<file path="src/sv/tnwd_pkg.sv">
`timescale 1ns / 1ps
// ----------------------------------------------------------------------------
// Trigger number decoder package
// Shared constants, register indexes and the record types used by the
// front end, the record queue and the back end.
// ----------------------------------------------------------------------------
package tnwd_pkg;

   localparam int unsigned MaxRecordLen = 65536;
   localparam int unsigned MaxCodeBits  = 32;
   localparam int unsigned IdxWidth     = $clog2(MaxRecordLen) + 1;
   localparam int unsigned CntWidth     = 6;
   localparam int unsigned CodeWidth    = 32;
   localparam int unsigned WrapWidth    = 24;
   localparam int unsigned EventWidth   = 48;
   localparam int unsigned QueueDepth   = 4;
   localparam int unsigned QueueAw      = $clog2(QueueDepth);

   localparam logic [15:0]         FirstBitReset  = 16'd4600;
   localparam logic [15:0]         SpacingReset   = 16'd250;
   localparam logic [CntWidth-1:0] CountReset     = 6'd16;
   localparam logic [15:0]         ThresholdReset = 16'hFE70;

   typedef enum logic [1:0] {
      CSR_FIRST_BIT = 2'd0,
      CSR_SPACING   = 2'd1,
      CSR_COUNT     = 2'd2,
      CSR_THRESHOLD = 2'd3
   } csr_index_type;

   typedef struct packed {
      logic [15:0]         first_bit_index;
      logic [15:0]         bit_spacing;
      logic [CntWidth-1:0] bit_count;
      logic signed [15:0]  low_threshold;
   } cfg_type;

   // One finished record as handed from the front end to the back end.
   typedef struct packed {
      logic [CodeWidth-1:0] code;
      logic [CntWidth-1:0]  taken;
      logic [CntWidth-1:0]  count;
   } record_type;

   typedef struct packed {
      logic [EventWidth-1:0] event_number;
      logic [WrapWidth-1:0]  wrap_count;
      logic                  short_record;
   } result_type;

endpackage

</file>
<file path="src/sv/tnwd_front.sv">
`timescale 1ns / 1ps
// ----------------------------------------------------------------------------
// Trigger number decoder front end
// Tracks the sample position within a record, samples the bit positions
// against the threshold and hands each finished record to the queue.
// ----------------------------------------------------------------------------
module tnwd_front (
   input  logic                 clock,
   input  logic                 reset,
   input  tnwd_pkg::cfg_type    cfg,
   input  logic                 sample_valid,
   input  logic signed [15:0]   sample_value,
   input  logic                 record_end,
   output logic                 rec_valid,
   output tnwd_pkg::record_type rec
);
   import tnwd_pkg::*;

   logic [IdxWidth-1:0]  sample_index_ff, sample_index_in;
   logic [IdxWidth-1:0]  next_bit_ff, next_bit_in;
   logic [CodeWidth-1:0] code_ff, code_in;
   logic [CntWidth-1:0]  taken_ff, taken_in;

   logic [CntWidth-1:0]  eff_count;
   logic [IdxWidth-1:0]  cur_bit;
   logic [IdxWidth:0]    bit_sum;
   logic [IdxWidth-1:0]  bit_step;
   logic                 take;
   logic                 bit_one;
   logic [CodeWidth-1:0] code_new;
   logic [CntWidth-1:0]  taken_new;

   always_comb begin
      eff_count = (cfg.bit_count > CntWidth'(MaxCodeBits)) ? CntWidth'(MaxCodeBits)
                                                           : cfg.bit_count;
      cur_bit   = (sample_index_ff == '0) ? IdxWidth'(cfg.first_bit_index) : next_bit_ff;
      take      = (taken_ff < eff_count) && (sample_index_ff < IdxWidth'(MaxRecordLen))
                  && (sample_index_ff == cur_bit);
      bit_one   = sample_value < cfg.low_threshold;
      bit_sum   = {1'b0, cur_bit} + (IdxWidth + 1)'(cfg.bit_spacing);
      bit_step  = (bit_sum > (IdxWidth + 1)'(MaxRecordLen)) ? IdxWidth'(MaxRecordLen)
                                                             : bit_sum[IdxWidth-1:0];
      code_new  = take ? {code_ff[CodeWidth-2:0], bit_one} : code_ff;
      taken_new = take ? taken_ff + 1'b1 : taken_ff;

      sample_index_in = sample_index_ff;
      next_bit_in     = next_bit_ff;
      code_in         = code_ff;
      taken_in        = taken_ff;
      if (sample_valid) begin
         if (record_end) begin
            sample_index_in = '0;
            next_bit_in     = IdxWidth'(cfg.first_bit_index);
            code_in         = '0;
            taken_in        = '0;
         end else begin
            if (sample_index_ff < IdxWidth'(MaxRecordLen)) begin
               sample_index_in = sample_index_ff + 1'b1;
            end
            next_bit_in = take ? bit_step : cur_bit;
            code_in     = code_new;
            taken_in    = taken_new;
         end
      end

      rec_valid = sample_valid && record_end;
      rec.code  = code_new;
      rec.taken = taken_new;
      rec.count = eff_count;
   end

   always_ff @(posedge clock) begin
      if (reset) begin
         sample_index_ff <= '0;
         next_bit_ff     <= IdxWidth'(FirstBitReset);
         code_ff         <= '0;
         taken_ff        <= '0;
      end else begin
         sample_index_ff <= sample_index_in;
         next_bit_ff     <= next_bit_in;
         code_ff         <= code_in;
         taken_ff        <= taken_in;
      end
   end

`ifndef SYNTHESIS
   a_taken_bound: assert property (@(posedge clock) disable iff (reset)
      taken_ff <= CntWidth'(MaxCodeBits))
      else $error("front: bits taken exceeds the code width");
   a_index_bound: assert property (@(posedge clock) disable iff (reset)
      sample_index_ff <= IdxWidth'(MaxRecordLen) && next_bit_ff <= IdxWidth'(MaxRecordLen))
      else $error("front: sample position beyond the record limit");
   a_restart: assert property (@(posedge clock) disable iff (reset)
      rec_valid |=> (sample_index_ff == '0 && taken_ff == '0 && code_ff == '0))
      else $error("front: record state not cleared after record end");
`endif

endmodule

</file>
<file path="src/sv/tnwd_queue.sv">
`timescale 1ns / 1ps
// ----------------------------------------------------------------------------
// Trigger number decoder record queue
// Small register queue that decouples the front end from the back end.
// ----------------------------------------------------------------------------
module tnwd_queue (
   input  logic                 clock,
   input  logic                 reset,
   input  logic                 wr_en,
   input  tnwd_pkg::record_type wr_data,
   output logic                 full,
   input  logic                 rd_en,
   output tnwd_pkg::record_type rd_data,
   output logic                 empty
);
   import tnwd_pkg::*;

   record_type           mem_ff [QueueDepth];
   logic [QueueAw-1:0]   wr_ptr_ff, wr_ptr_in;
   logic [QueueAw-1:0]   rd_ptr_ff, rd_ptr_in;
   logic [QueueAw:0]     count_ff, count_in;
   logic                 do_wr, do_rd;

   always_comb begin
      full      = count_ff == (QueueAw + 1)'(QueueDepth);
      empty     = count_ff == '0;
      do_wr     = wr_en && !full;
      do_rd     = rd_en && !empty;
      rd_data   = mem_ff[rd_ptr_ff];
      wr_ptr_in = do_wr ? wr_ptr_ff + 1'b1 : wr_ptr_ff;
      rd_ptr_in = do_rd ? rd_ptr_ff + 1'b1 : rd_ptr_ff;
      count_in  = count_ff + (QueueAw + 1)'(do_wr) - (QueueAw + 1)'(do_rd);
   end

   always_ff @(posedge clock) begin
      if (reset) begin
         wr_ptr_ff <= '0;
         rd_ptr_ff <= '0;
         count_ff  <= '0;
      end else begin
         wr_ptr_ff <= wr_ptr_in;
         rd_ptr_ff <= rd_ptr_in;
         count_ff  <= count_in;
      end
   end

   always_ff @(posedge clock) begin
      if (do_wr) begin
         mem_ff[wr_ptr_ff] <= wr_data;
      end
   end

`ifndef SYNTHESIS
   a_count_bound: assert property (@(posedge clock) disable iff (reset)
      count_ff <= (QueueAw + 1)'(QueueDepth))
      else $error("queue: occupancy beyond depth");
   a_ptr_gap: assert property (@(posedge clock) disable iff (reset)
      (wr_ptr_ff - rd_ptr_ff) == count_ff[QueueAw-1:0])
      else $error("queue: pointers disagree with occupancy");
   a_no_lost: assert property (@(posedge clock) disable iff (reset)
      (wr_en && full) |-> 1'b0)
      else $error("queue: write into a full queue");
`endif

endmodule

</file>
<file path="src/sv/tnwd_back.sv">
`timescale 1ns / 1ps
// ----------------------------------------------------------------------------
// Trigger number decoder back end
// Pads short codes, extends each code with the wrap count and buffers the
// results for the output side.
// ----------------------------------------------------------------------------
module tnwd_back (
   input  logic                  clock,
   input  logic                  reset,
   input  logic                  rec_empty,
   input  tnwd_pkg::record_type  rec,
   output logic                  rec_pop,
   input  logic                  pop,
   output logic                  empty,
   output tnwd_pkg::result_type  rsp
);
   import tnwd_pkg::*;

   // Stage one: padded code.
   logic                   a_vld_ff, a_vld_in;
   logic [CodeWidth-1:0]   a_code_ff, a_code_in;
   logic                   a_short_ff, a_short_in;

   // Running state.
   logic [WrapWidth-1:0]   wrap_ff, wrap_in;
   logic [EventWidth-1:0]  prev_ff, prev_in;

   // Two-entry output buffer.
   result_type             ob_ff [2];
   logic                   ob_wr_ff, ob_wr_in;
   logic                   ob_rd_ff, ob_rd_in;
   logic [1:0]             ob_cnt_ff, ob_cnt_in;

   logic                   b_fire, a_ready, ob_pop;
   logic [CntWidth-1:0]    shamt;
   logic [2*CodeWidth-1:0] shifted;
   logic [WrapWidth-1:0]   wrap_inc;
   logic [EventWidth-1:0]  test, test_inc;
   logic                   wrapped;
   result_type             res;

   always_comb begin
      b_fire  = a_vld_ff && (ob_cnt_ff != 2'd2);
      a_ready = !a_vld_ff || b_fire;
      rec_pop = !rec_empty && a_ready;

      shamt      = rec.count - rec.taken;
      shifted    = {{CodeWidth{1'b0}}, rec.code} << shamt;
      a_short_in = rec.taken < rec.count;
      a_code_in  = a_short_in ? shifted[CodeWidth-1:0] : rec.code;
      a_vld_in   = rec_pop || (a_vld_ff && !b_fire);

      wrap_inc = wrap_ff + 1'b1;
      test     = {8'b0, wrap_ff, 16'b0} + EventWidth'(a_code_ff);
      test_inc = {8'b0, wrap_inc, 16'b0} + EventWidth'(a_code_ff);
      wrapped  = test < prev_ff;

      res.event_number = wrapped ? test_inc : test;
      res.wrap_count   = wrapped ? wrap_inc : wrap_ff;
      res.short_record = a_short_ff;

      wrap_in = b_fire ? res.wrap_count : wrap_ff;
      prev_in = b_fire ? res.event_number : prev_ff;

      ob_pop    = pop && (ob_cnt_ff != 2'd0);
      empty     = ob_cnt_ff == 2'd0;
      rsp       = ob_ff[ob_rd_ff];
      ob_wr_in  = b_fire ? !ob_wr_ff : ob_wr_ff;
      ob_rd_in  = ob_pop ? !ob_rd_ff : ob_rd_ff;
      ob_cnt_in = ob_cnt_ff + 2'(b_fire) - 2'(ob_pop);
   end

   always_ff @(posedge clock) begin
      if (reset) begin
         a_vld_ff  <= 1'b0;
         wrap_ff   <= '0;
         prev_ff   <= '0;
         ob_wr_ff  <= 1'b0;
         ob_rd_ff  <= 1'b0;
         ob_cnt_ff <= '0;
      end else begin
         a_vld_ff  <= a_vld_in;
         wrap_ff   <= wrap_in;
         prev_ff   <= prev_in;
         ob_wr_ff  <= ob_wr_in;
         ob_rd_ff  <= ob_rd_in;
         ob_cnt_ff <= ob_cnt_in;
      end
   end

   always_ff @(posedge clock) begin
      if (rec_pop) begin
         a_code_ff  <= a_code_in;
         a_short_ff <= a_short_in;
      end
      if (b_fire) begin
         ob_ff[ob_wr_ff] <= res;
      end
   end

`ifndef SYNTHESIS
   a_wrap_step: assert property (@(posedge clock) disable iff (reset)
      !$past(reset) |-> (wrap_ff == $past(wrap_ff) || wrap_ff == $past(wrap_ff) + 1'b1))
      else $error("back: wrap count moved by more than one");
   a_prev_hold: assert property (@(posedge clock) disable iff (reset)
      !b_fire |=> $stable(prev_ff))
      else $error("back: previous event changed without a result");
   a_ob_bound: assert property (@(posedge clock) disable iff (reset)
      ob_cnt_ff <= 2'd2)
      else $error("back: output buffer overflow");
`endif

endmodule

</file>
<file path="src/sv/trigger_number_waveform_decoder.sv">
`timescale 1ns / 1ps
// ----------------------------------------------------------------------------
// Trigger number waveform decoder
// The block takes one trigger-channel sample per clock while full is low and,
// at each record end, delivers one event number built from the sampled bit
// pattern and the running wrap count. A sample is taken in the cycle it is
// accepted; each finished record passes through the record queue, the padding
// stage and the output buffer, all registered; the front end adds no register.
// Samples and results flow at one per clock each while full is low and every
// result is popped; full rises only when the record queue holds four records
// the output side has not drained. Configuration writes are always ready and
// are meant to land while idle.
// ----------------------------------------------------------------------------
module trigger_number_waveform_decoder (
   input  logic                          clock,
   input  logic                          reset,
   input  logic                          push,
   output logic                          full,
   input  logic signed [15:0]            req_sample_value,
   input  logic                          req_record_end,
   output logic                          empty,
   input  logic                          pop,
   output logic [tnwd_pkg::EventWidth-1:0] rsp_event_number,
   output logic [tnwd_pkg::WrapWidth-1:0]  rsp_wrap_count,
   output logic                          rsp_short_record,
   input  logic                          csr_valid,
   output logic                          csr_ready,
   input  logic [1:0]                    csr_index,
   input  logic [15:0]                   csr_data
);
   import tnwd_pkg::*;

   cfg_type    cfg_ff, cfg_in;
   logic       accept;
   logic       rec_valid, rec_pop, rec_empty;
   record_type rec_wr, rec_rd;
   result_type rsp;

   always_comb begin
      csr_ready = 1'b1;
      cfg_in    = cfg_ff;
      if (csr_valid) begin
         unique case (csr_index_type'(csr_index))
            CSR_FIRST_BIT: cfg_in.first_bit_index = csr_data;
            CSR_SPACING:   cfg_in.bit_spacing     = csr_data;
            CSR_COUNT:     cfg_in.bit_count       = csr_data[CntWidth-1:0];
            CSR_THRESHOLD: cfg_in.low_threshold   = csr_data;
            default:       cfg_in                 = cfg_ff;
         endcase
      end
      accept           = push && !full;
      rsp_event_number = rsp.event_number;
      rsp_wrap_count   = rsp.wrap_count;
      rsp_short_record = rsp.short_record;
   end

   always_ff @(posedge clock) begin
      if (reset) begin
         cfg_ff.first_bit_index <= FirstBitReset;
         cfg_ff.bit_spacing     <= SpacingReset;
         cfg_ff.bit_count       <= CountReset;
         cfg_ff.low_threshold   <= ThresholdReset;
      end else begin
         cfg_ff <= cfg_in;
      end
   end

   tnwd_front u_front (
      .clock        (clock),
      .reset        (reset),
      .cfg          (cfg_ff),
      .sample_valid (accept),
      .sample_value (req_sample_value),
      .record_end   (req_record_end),
      .rec_valid    (rec_valid),
      .rec          (rec_wr)
   );

   tnwd_queue u_queue (
      .clock   (clock),
      .reset   (reset),
      .wr_en   (rec_valid),
      .wr_data (rec_wr),
      .full    (full),
      .rd_en   (rec_pop),
      .rd_data (rec_rd),
      .empty   (rec_empty)
   );

   tnwd_back u_back (
      .clock     (clock),
      .reset     (reset),
      .rec_empty (rec_empty),
      .rec       (rec_rd),
      .rec_pop   (rec_pop),
      .pop       (pop),
      .empty     (empty),
      .rsp       (rsp)
   );

endmodule

</file>
<file path="config.mk">
export PLATFORM = sky130hd
export DESIGN_NAME = trigger_number_waveform_decoder
export DESIGN_NICKNAME = d
export VERILOG_FILES = /design/src/sv/tnwd_pkg.sv /design/src/sv/tnwd_front.sv /design/src/sv/tnwd_queue.sv /design/src/sv/tnwd_back.sv /design/src/sv/trigger_number_waveform_decoder.sv
export SDC_FILE = /design/constraint.sdc
export NUM_CORES = 1
export LEC_CHECK = 0
export ABC_CLOCK_PERIOD_IN_PS = 5900
export BUFFER_PORTS_ARGS = -buffer_cell sky130_fd_sc_hd__buf_2
export CAP_MARGIN = 5
export CORE_ASPECT_RATIO = 0.75
export CORE_MARGIN = 3
export CORE_UTILIZATION = 50
export CTS_BUF_LIST = sky130_fd_sc_hd__clkbuf_8
export DETAILED_ROUTE_END_ITERATION = 10
export PLACE_DENSITY = 0.73
export SYNTH_ARGS = -nofsm -noshare
export SYNTH_HDL_FRONTEND = slang
export SYNTH_SLANG_ARGS = --single-unit
export TNS_END_PERCENT = 1
</file>
<file path="constraint.sdc">
create_clock -name clock -period 5.9 [get_ports clock]
set_input_delay 1.77 -clock clock [delete_from_list [all_inputs] [get_ports clock]]
set_output_delay 1.77 -clock clock [all_outputs]
set_load 0.01 [all_outputs]
</file>
==> flow_metrics.py <==
metrics = {
    "die": {
        "ios": 116,
        "placementRows": 74,
        "die_area_um2": 59600,
        "fp.dieW_um": 281,
        "core_area_um2": 55300,
        "start_util_pct": 51.3,
        "die_h_um": 212,
    },
    "clock_network": {
        "postCtsSetupBuffers": 0,
        "cts_buffers": 85,
        "clk_pin_slew_ns": 0.07,
        "cts_tree": "yes",
        "cts_resized": 0,
        "clkSinkCount": 547,
        "postCtsHoldBufs": 0,
        "clockRootBuffer": "clkbuf_8",
        "cts_max_level": 3,
        "clockBufferDepth": 3,
        "clock_latency_ns": 0.68,
    },
    "setup_path": {
        "path_common_cell": "a21o_1",
        "path_class": "reg2reg",
        "worst-endpoint-required_ns": 6.41,
        "worst-path-buf-inv": 3,
        "cp_top_family": "compound AO/OA/AOI/OAI gates",
        "arrival_ns": 5.90,
        "cp_cell_sequence": "ha_1, a21o_1, a21o_1, a2111oi_0, nor3_1, o41ai_1, buf_4, o21a_1, nor2_1, xnor2_1, inv_1, ha_1, a21o_1, a21o_1, a21oi_1, a21boi_0, nor3_1, o41a_2, buf_4, mux2_2, nor2_1, a211oi_1",
        "slowest_delay_ns": 0.47,
        "worst-path-max-fanout": 24,
        "cp-start-kind": "flip-flop",
        "cp_slowest_cell": "dfxtp_1",
        "end_kind": "flip-flop",
    },
    "logic_synthesis": {
        "synth_mux_area_share_pct": 11.4,
        "synth-xor-area-share_pct": 4.42,
        "yosysTopAreaCell": "edfxtp_1",
        "ys_seq_area_share_pct": 50.7,
        "synth.top_cells.by_count": "edfxtp_1, nand2_1, dfxtp_1",
        "yosys.area_share.simple_pct": 11.7,
        "synthTopCellsByArea": "edfxtp_1, dfxtp_1, mux2_2, ha_1, nand2_1",
        "synth_area_per_cell_um2": 11.0,
        "ys_async_sr_fraction_pct": 0,
        "syn_inst": 2578,
        "yosysMostFrequentCell": "edfxtp_1",
        "yosysWarningCount": 0,
        "synth_compound_area_share_pct": 12.0,
        "ys_types": 85,
        "synth_top_family_by_area": "compound AO/OA/AOI/OAI gates",
        "synth_edf_count": 341,
        "synth.cell_area_um2": 28400,
        "synth_top_area_share_pct": 36.1,
        "synthAdderAreaFrac_pct": 6.00,
        "yosys_register_bits": 547,
        "synthFlopType": "edfxtp_1",
    },
    "cells_and_area": {
        "seq_area_um2": 14400,
        "diodes": 0,
        "drive_gt1_share_pct": 18.5,
        "nNetsFinal": 2855,
        "post-route-util_pct": 56.9,
        "multi_input_area_um2": 13000,
        "fill_cells": 4558,
        "area_delta_synth_final_pct": 10.9,
    },
    "timing": {
        "grt_setup_unrepaired": "no",
        "worst_pin_slew_ns": 1.21,
        "relSlewSlack_pct": 18.8,
        "setup_viol": 0,
        "final.period_utilization_pct": 91.4,
        "setup_tns_ns": 0,
        "fin_crit_ns": 5.39,
        "setup_ws_ns": 0.507,
        "drv_slew": 0,
        "fmax_ghz": 0.185,
        "hold_viol": 0,
        "finClkSkew_ns": 0.0336,
    },
    "global_route": {
        "overflow": 0,
        "met2_usage_pct": 35.0,
        "antenna_found_initial": 0,
        "grt.total_usage_pct": 22.9,
        "grt_util_met1_pct": 33.2,
        "use_met3_pct": 4.90,
        "grt_pass1_vias": 19900,
        "grt_max_degree": 72,
        "grt_pass1_wl_um": 109000,
        "busiest_layer": "met2",
    },
    "route": {
        "vias": 20500,
        "dr.first_iter.drc_count": 1790,
        "viasPerCell": 5.89,
        "first_pass_iters": 6,
        "detail-route-antenna-nets": 0,
        "wirelength_um": 68500,
        "drcViolationCount": 0,
        "wl_per_cell_um": 19.7,
    },
    "placed_design": {
        "port_buffers": 107,
        "post-dp-hpwl_um": 47800,
        "gp_congestion": 0.911,
        "pre_cts_ws_ns": 0.562,
    },
    "pwr": {
        "peakVddDrop_uv": 552,
        "power_leakage_nw": 12.2,
        "p_per_area_nw_per_um2": 527,
        "p_total_mw": 16.6,
    },
    "run": {
        "maxCapViolations": 0,
    },
    "status": {
        "outcome": "complete, no violations",
    },
    "min_path": {
        "hold_class": "reg2reg",
    },
}
## flip-flops by register name, summed over array words and instances (netlist names), 6 cells and up, named ones only
register                 flops
u_back.a_code_ff            32
u_front.taken_ff             6
u_queue.mem_ff             176
u_front.next_bit_ff         17
u_back.wrap_ff              24
u_back.prev_ff              41
u_back.ob_ff               132
cfg_ff                      54
u_front.code_ff             32
u_front.sample_index_ff     17
## report_power, final
part	internal [mW]	switching [mW]
combinational	3.21	4.74
clock	1.79	1.49
sequential	4.98	0.346
## worst min-delay path: cells and delay by family, from the launching register on
kind / cells / cell delay, ns
flops: 1 / 0.31
simple gates: 2 / 0.09
## layout by cell type, fill, tap and decap left out, drive strengths merged, types with 46 or more instances in the layout
| cell type | instances |
|---|---|
| mux2i | 49 |
| mux2 | 150 |
| edfxtp | 341 |
| a22o | 56 |
| o21ai | 102 |
| dfxtp | 206 |
| clkbuf | 98 |
| nand2 | 292 |
| inv | 168 |
| ha | 128 |
| nor2 | 158 |
| nand3 | 58 |
| a21oi | 154 |
| mux4 | 46 |
| xnor2 | 85 |
| buf | 154 |
| xor2 | 58 |
## per-stage QoR
step	hold WS, ns	area [um^2]	std cells
after floorplan	0.416	28400	2584
after global placement	0.429	29700	3317
after detailed placement	0.440	29700	3317
after CTS	0.447	31400	3476
after global routing	0.470	31400	3476
final	0.448	31400	3476
## path summary, 6_finish.rpt
kind                startpoint                      end  slack [ns]  cells past startpoint
max          u_back.wrap_ff[7]        u_back.wrap_ff[1]        0.51                     22
min                 cfg_ff[50]  u_front.next_bit_ff[12]        0.45                      2
max reg2reg  u_back.wrap_ff[7]        u_back.wrap_ff[1]        0.51                     22
min reg2reg         cfg_ff[50]  u_front.next_bit_ff[12]        0.45                      2
## metal layers
| metal | wire length (um) | vias up |
|---|---|---|
| met3 | 5150 | 105 |
| met5 | 0 | - |
| met1 | 31700 | 10000 |
| met4 | 1330 | 0 |
| met2 | 30200 | 680 |
| li1 | - | 9631 |
## final cells by class
type	count	area share (%)
inverter	136	1.62
multi-input combinational	1758	41.3
clock inverter	61	1.32
timing repair buffer	154	2.91
sequential	547	45.7
tap	722	2.87
clock buffer	98	4.29
## kinds of logic after synthesis
kind of cell	count (synthesis)
compound gates	522
xor+xnor	143
fa+ha+maj	133
buf+inv	279
flops	547
mux	245
other cells	2
simple gates	707
Note: power is estimated with default switching activity, not from simulation.
